File: config.mk
export PLATFORM = sky130hd
export DESIGN_NAME = arpc_divider
export DESIGN_NICKNAME = d
export VERILOG_FILES = /design/src/hdl/arpc_pkg.sv /design/src/hdl/arpc_divider.sv
export SDC_FILE = /design/constraint.sdc
export NUM_CORES = 1
export LEC_CHECK = 0
export BUFFER_PORTS_ARGS = -buffer_cell sky130_fd_sc_hd__buf_2
export CORE_AREA = 8 8 225 227
export CTS_CLUSTER_SIZE = 24
export DETAILED_ROUTE_END_ITERATION = 10
export DIE_AREA = 0 0 233 235
export GPL_TIMING_DRIVEN = 0
export PLACE_DENSITY_LB_ADDON = 0.2
export REMOVE_ABC_BUFFERS = 1
export SETUP_SLACK_MARGIN = 0.15
export SYNTH_ARGS = -nofsm -noshare
export SYNTH_HDL_FRONTEND = slang
export SYNTH_SLANG_ARGS = --single-unit
File: constraint.sdc
create_clock -name clk_i -period 11.17 [get_ports clk_i]
set_input_delay 0.5585 -clock clk_i [delete_from_list [all_inputs] [get_ports clk_i]]
set_output_delay 0.5585 -clock clk_i [all_outputs]
set_load 0.01 [all_outputs]
File: src/hdl/arpc_pkg.sv
package arpc_pkg;

  // Field and register widths
  localparam int unsigned COORD_W    = 12;
  localparam int unsigned CTR_W      = 14;
  localparam int unsigned RAD_W      = 12;
  localparam int unsigned CANVAS_W   = 13;
  localparam int unsigned COLOR_W    = 32;
  localparam int unsigned ALPHA_W    = 8;
  localparam int unsigned FG_LSB     = 24;
  localparam int unsigned CFG_IDX_W  = 3;
  localparam int unsigned CFG_DATA_W = 32;

  // Distance arithmetic
  localparam int unsigned CMP_W = (COORD_W > CANVAS_W) ? COORD_W : CANVAS_W;
  localparam int unsigned DX_W  = ((COORD_W > CTR_W - 1) ? COORD_W : CTR_W - 1) + 2;
  localparam int unsigned MAG_W = DX_W - 1;
  localparam int unsigned SQ_W  = 2 * MAG_W;
  localparam int unsigned D_W   = SQ_W + 1;
  localparam int unsigned SQR_W = 2 * RAD_W;

  // Alpha ramp: t = offset * 256 / range, t in [0, 256]
  localparam int unsigned SCALE_SH = 8;
  localparam int unsigned OFF_W    = RAD_W + 1;
  localparam int unsigned DIV_W    = RAD_W + 1;
  localparam int unsigned NUM_W    = OFF_W + SCALE_SH;
  localparam int unsigned Q_W      = SCALE_SH + 1;

  localparam logic [ALPHA_W-1:0] ALPHA_FULL = 8'hFF;

  typedef enum logic [CFG_IDX_W-1:0] {
    CFG_CENTER_X      = 3'd0,
    CFG_CENTER_Y      = 3'd1,
    CFG_OUTER_RADIUS  = 3'd2,
    CFG_RING_WIDTH    = 3'd3,
    CFG_DRAW_COLOR    = 3'd4,
    CFG_CANVAS_WIDTH  = 3'd5,
    CFG_CANVAS_HEIGHT = 3'd6
  } cfg_reg_e;

  typedef enum logic [1:0] {
    REGION_OUTER,
    REGION_INNER,
    REGION_SOLID
  } region_e;

  // Sideband carried alongside the divider
  typedef struct packed {
    logic [COORD_W-1:0] px;
    logic [COORD_W-1:0] py;
    region_e            region;
  } side_t;

endpackage

File: src/hdl/arpc_divider.sv
module arpc_divider (
  input  logic                        clk_i,
  input  logic                        rst_ni,
  input  logic                        in_valid_i,
  output logic                        in_ready_o,
  input  logic [arpc_pkg::NUM_W-1:0]  num_i,
  input  logic [arpc_pkg::DIV_W-1:0]  den_i,
  input  arpc_pkg::side_t             side_i,
  output logic                        out_valid_o,
  input  logic                        out_ready_i,
  output logic [arpc_pkg::Q_W-1:0]    quot_o,
  output arpc_pkg::side_t             side_o
);
  import arpc_pkg::*;

  // One quotient bit per stage, most significant first
  localparam int unsigned NSTG = Q_W;

  logic             v_q    [NSTG];
  logic [NSTG:0]    rdy;
  logic [NUM_W-1:0] rem_q  [NSTG];
  logic [Q_W-1:0]   quot_q [NSTG];
  logic [DIV_W-1:0] den_q  [NSTG];
  side_t            side_q [NSTG];

  assign rdy[NSTG] = out_ready_i;

  for (genvar j = 0; j < NSTG; j++) begin : g_stage
    localparam int unsigned SH = NSTG - 1 - j;

    logic             vin;
    logic [NUM_W-1:0] rin;
    logic [Q_W-1:0]   qin;
    logic [DIV_W-1:0] din;
    side_t            sin;
    logic [NUM_W-1:0] dsh;
    logic [NUM_W:0]   trial;
    logic [Q_W-1:0]   quot_d;
    logic [NUM_W-1:0] rem_d;

    if (j == 0) begin : g_first
      assign vin = in_valid_i;
      assign rin = num_i;
      assign qin = '0;
      assign din = den_i;
      assign sin = side_i;
    end else begin : g_next
      assign vin = v_q[j-1];
      assign rin = rem_q[j-1];
      assign qin = quot_q[j-1];
      assign din = den_q[j-1];
      assign sin = side_q[j-1];
    end

    // stage may load when empty or when its successor takes its contents
    assign rdy[j] = !v_q[j] || rdy[j+1];

    // trial subtract of the shifted divisor
    assign dsh   = {{(NUM_W - DIV_W){1'b0}}, din} << SH;
    assign trial = {1'b0, rin} - {1'b0, dsh};

    always_comb begin
      quot_d     = qin;
      quot_d[SH] = !trial[NUM_W];
      rem_d      = trial[NUM_W] ? rin : trial[NUM_W-1:0];
    end

    always_ff @(posedge clk_i or negedge rst_ni) begin
      if (!rst_ni) begin
        v_q[j] <= 1'b0;
      end else if (rdy[j]) begin
        v_q[j] <= vin;
      end
    end

    always_ff @(posedge clk_i) begin
      if (rdy[j] && vin) begin
        rem_q[j]  <= rem_d;
        quot_q[j] <= quot_d;
        den_q[j]  <= din;
        side_q[j] <= sin;
      end
    end
  end

  assign in_ready_o  = rdy[0];
  assign out_valid_o = v_q[NSTG-1];
  assign quot_o      = quot_q[NSTG-1];
  assign side_o      = side_q[NSTG-1];

endmodule

== Yosys cells after proc, flatten, opt, wreduce, memory -nomap -nowiden ==
Memory sizes are Yosys's and may differ from the RTL's.
Index checks and enable logic that the tools add are counted.

* Add/sub/neg operators: 9
* Multiplexer cells: 27
* Reductions and logical operators: 36

{| class="wikitable"
|+ Operator list
! kind !! count
|-
| $mux 21 || 9
|-
| $sub 21x13->22 || 1
|-
| $sub 21x14->22 || 1
|-
| $sub 21x15->22 || 1
|-
| $sub 21x16->22 || 1
|-
| $sub 21x17->22 || 1
|-
| $sub 21x18->22 || 1
|-
| $sub 21x19->22 || 1
|-
| $sub 21x20->22 || 1
|-
| $sub 21x21->22 || 1
|-
| $logic_not 1->1 || 18
|-
| $mux 1 || 18
|-
| $logic_and 1x1->1 || 9
|-
| $logic_or 1x1->1 || 9
|}

* Register bits: 9
* RAM bits: 621
* Input bits: 64
* Output and inout bits: 37
* Logic and storage cells: 85
* Memories kept: 4

{| class="wikitable"
|+ Memory list
! memory !! depth !! bits a word !! read ports !! clocked after Yosys merged registers in !! write ports !! line !! text
|-
| side_q || 9 || 26 || 9 || 0 || 9 || arpc_divider.sv:24 || <nowiki>side_t side_q [NSTG];</nowiki>
|-
| rem_q || 9 || 21 || 8 || 0 || 9 || arpc_divider.sv:21 || <nowiki>logic [NUM_W-1:0] rem_q [NSTG];</nowiki>
|-
| den_q || 9 || 13 || 8 || 0 || 9 || arpc_divider.sv:23 || <nowiki>logic [DIV_W-1:0] den_q [NSTG];</nowiki>
|-
| quot_q || 9 || 9 || 9 || 0 || 9 || arpc_divider.sv:22 || <nowiki>logic [Q_W-1:0] quot_q [NSTG];</nowiki>
|}

== Longest topological paths before layout ==
* Depth in word-level cells: 13
* Mapped depth: 12
* Gate-level depth less buffers: 11

== Worst setup path before layout ==
Ideal clock, no wire load.

* Path kind: input to register
* From: in out_ready_i
* To: mem den_q[0][39] (netlist bit), enable pin
* Setup time: 0.494 ns
* Data arrival time: 4.040 ns
* Data required time: 10.676 ns
* Setup slack: 6.636 ns
* Stages on the path: 5
* Buffers on the path: 0
* Path through: nor2b_1 -> and3_1 -> and3_1 -> and2_1 -> nor2b_1

{| class="wikitable"
|+ RTL lines
! item !! line !! text
|-
| start, declared || arpc_divider.sv:10 || <nowiki>input logic out_ready_i,</nowiki>
|-
| end, declared || arpc_divider.sv:23 ||
|}

==> out/results.tsv <==
stage	metric	value	unit
sta	clock.fmax	0.272	GHz
clock_network	clockBufferDepth	3	
die	core_area	47100	sq um
synth	yosys_warnings	0	
critical_path	cp.arrival	4010	ps
synth	synthCells	1614	
drt	post_drt_wl_per_cell	14.7	um
hold_path	hold_class	in -> reg	
global_routing	grt_overflow	0	
pwr	internal_power	5.06	mW
pwr	p_clk_frac	0.241	
die	boundaryPins	101	
synth	synth_top_cell_by_area	edfxtp_1	
die	die_area	54800	sq um
placement	pre_cts_slack	7440	ps
sta	finalSetupViolCount	0	
sta	layout_min_cycle_time	3670	ps
critical_path	rr_worst_depth	10	
sta	setup_tns	0	ps
die	initial_core_util	0.510	
cells_and_area	final_cells	2418	
sta	slew_violations	0	
global_routing	grt_pass1_wl	60000	um
drt	viasPerCell	5.20	
synth	post-synth-top-area-fraction	0.688	
sta	worst_pin_slew	1180	ps
pwr	p_switching	2.10	mW
synth	synthTopCellsByCount	551 x edfxtp_1, 153 x inv_1, 116 x ha_1	
clock_network	worstSkewPairLatency	600	ps
synth	synth_edf_count	551	
synth	async_reset_ff_frac	0.0161	
critical_path	rrSetupSlack	7500	ps
clock_network	clock-root-buffer	clkbuf_16	
cells_and_area	drive_gt1_frac	0.146	
sta	slew_headroom	0.210	
synth	synth_flop_cell	edfxtp_1	
die	fp.dieH	235	um
hold_path	hold_path_depth	1	
pwr	p_total	7.15	mW
cells_and_area	syn_to_final_growth	13.0	%
drt	drc	0	
clock_network	clkTransAtPathRegs	60	ps
pwr	peakVddDrop	0.000147	V
critical_path	required	11510	ps
critical_path	cp-start-kind	flop	
die	die_w	233	um
drt	ant_nets	0	
pwr	p_leak	10.3	nW
synth	ys_seq_elements	560	
global_routing	antenna_found_initial	0	
synth	yosysSeqAreaShare	0.697	
synth	syn_area	24100	sq um
critical_path	cp-end-kind	flop	
cells_and_area	n_antenna_cell	0	
synth	synth.area.top_cells	edfxtp_1 69%, ha_1 6.0%, inv_1 2.4%, mux2_2 2.3%, xnor2_1 1.7%	
clock_network	cts_tree	yes	
outcome	outcome	complete, no violations	
drt	route.met2.wl	18300	um
synth	synth.most_common_cell	edfxtp_1	
clock_network	htree_num_levels	2	
cells_and_area	nets	1946	
sta	setup_ws	7500	ps
critical_path	cp_max_fo	28	
die	num_rows	80	
drt	wl_met3	1380	um
job	drv_cap	0	
global_routing	grt_pass1_vias	12921	
critical_path	path_class	reg -> reg	
sta	fin_skew	18.2	ps
sta	final_hold_viol_count	0	
pwr	pwr_density_cell	263	nW/um^2
drt	top_layer_used	met4	
drt	vias	12571	
sta	rsz0062_at_grt	false	
global_routing	grt_max_degree	68	
clock_network	post-cts-setup-buffers	0	
sta	fin_crit_sh	0.329	
sta	hold_slack	130	ps
drt	wl_met1	14500	um
drt	drt-total-wl	35500	um
placement	dp.cells	2316	
placement	portBuffers	100	
placement	place_hpwl	25700	um
synth	synthDistinctLibCells	71	
drt	drt_iter0_drc	616	
placement	place_congestion	0.901	
drt	first_pass_iters	5	
global_routing	track_usage	0.132	
pwr	seq_power_share	0.467	
pwr	comb_power_share	0.292	
synth	syn_area_per_cell	14.9	sq um
pwr	swShare	0.293	
clock_network	numCtsBuffers	54	
clock_network	cts.sinks	560	
[layout by cell type (no fill, tap or decap), drive strengths merged, types with 21 or more instances in the layout]
cell / n
a21oi: 80
edfxtp: 551
nor2: 77
nand2b: 21
mux2: 58
nand2: 66
a21o: 21
o21a: 28
o21ai: 77
nor3: 26
ha: 116
nor2b: 31
xor2: 27
xnor2: 48
buf: 107
inv: 154
clkbuf: 74
[area by class of cell]
class / instances / area [sq um]
Multi-Input combinational cell: 881 / 6670
Clock inverter: 27 / 272
Sequential cell: 560 / 16800
Tap cell: 615 / 769
Fill cell: 3547 / 20000
Inverter: 153 / 574
Clock buffer: 74 / 1450
Timing Repair Buffer: 108 / 676
[registers in the layout, summed over array words and instances (netlist names)]
signal,cells
out_valid_o,1
side_q,234
rem_q,168
g_stage.vin,8
quot_q,45
den_q,104
[path summary, 6_finish.rpt]
path	startpoint	endpoint
setup / recovery	rem_q[0][87]	rem_q[0][117]
hold / removal	side_i[18]	side_q[0][18]
setup reg to reg	rem_q[0][87]	rem_q[0][117]
hold reg to reg	rem_q[0][3]	rem_q[0][24]
max in group asynchronous	rst_ni	g_stage[3].vin
min in group asynchronous	rst_ni	g_stage[6].vin
[worst max-delay path: stages, from the launching register on]
cell and delay [ps]:
edfxtp_1 390, inv_1 70, ha_1 160, inv_1 50, fa_1 390, a21oi_1 230, o22ai_1 190, a211oi_2 330
a21oi_1 190, nor4b_4 990, mux2_2 420
[metal layers]
layer | global-route usage | vias up
met5 | 0 | -
met4 | 0.0540 | 0
met3 | 0.0272 | 85
met2 | 0.243 | 234
met1 | 0.146 | 5910
li1 | - | 6342
[cell families after synthesis]
logic type	count (synthesis)	synth area share
buf+inv	173	0.0275
fa+ha+maj	124	0.0670
flops	560	0.697
compound gates	309	0.0850
xor+xnor	75	0.0273
simple gates	304	0.0643
mux	69	0.0317
[power groups by stage]
stage / combinational, mW / clock (mW) / sequential [mW]
finish: 2.09 / 1.72 / 3.34
global route: 2.36 / 1.86 / 3.41
CTS: 2.11 / 1.78 / 3.35
detailed placement: 2.09 / 0 / 3.39
global placement: 1.97 / 0 / 3.40
floorplan: 1.63 / 0 / 3.34
[stage by stage]
step,cell area [sq um],utilization
2_1_floorplan,24000,-
3_3_place_gp,25200,0.535
3_5_place_dp,25500,0.540
4_1_cts,27200,0.577
5_1_grt,27200,0.577
6_report,27200,0.577
[repair_timing]
item / in CTS / in global routing
resized for setup: 0 / 0
hold endpoints to repair: 9 / 0
hold buffers: 1 / 0
Power figures use the tool's default switching activity.
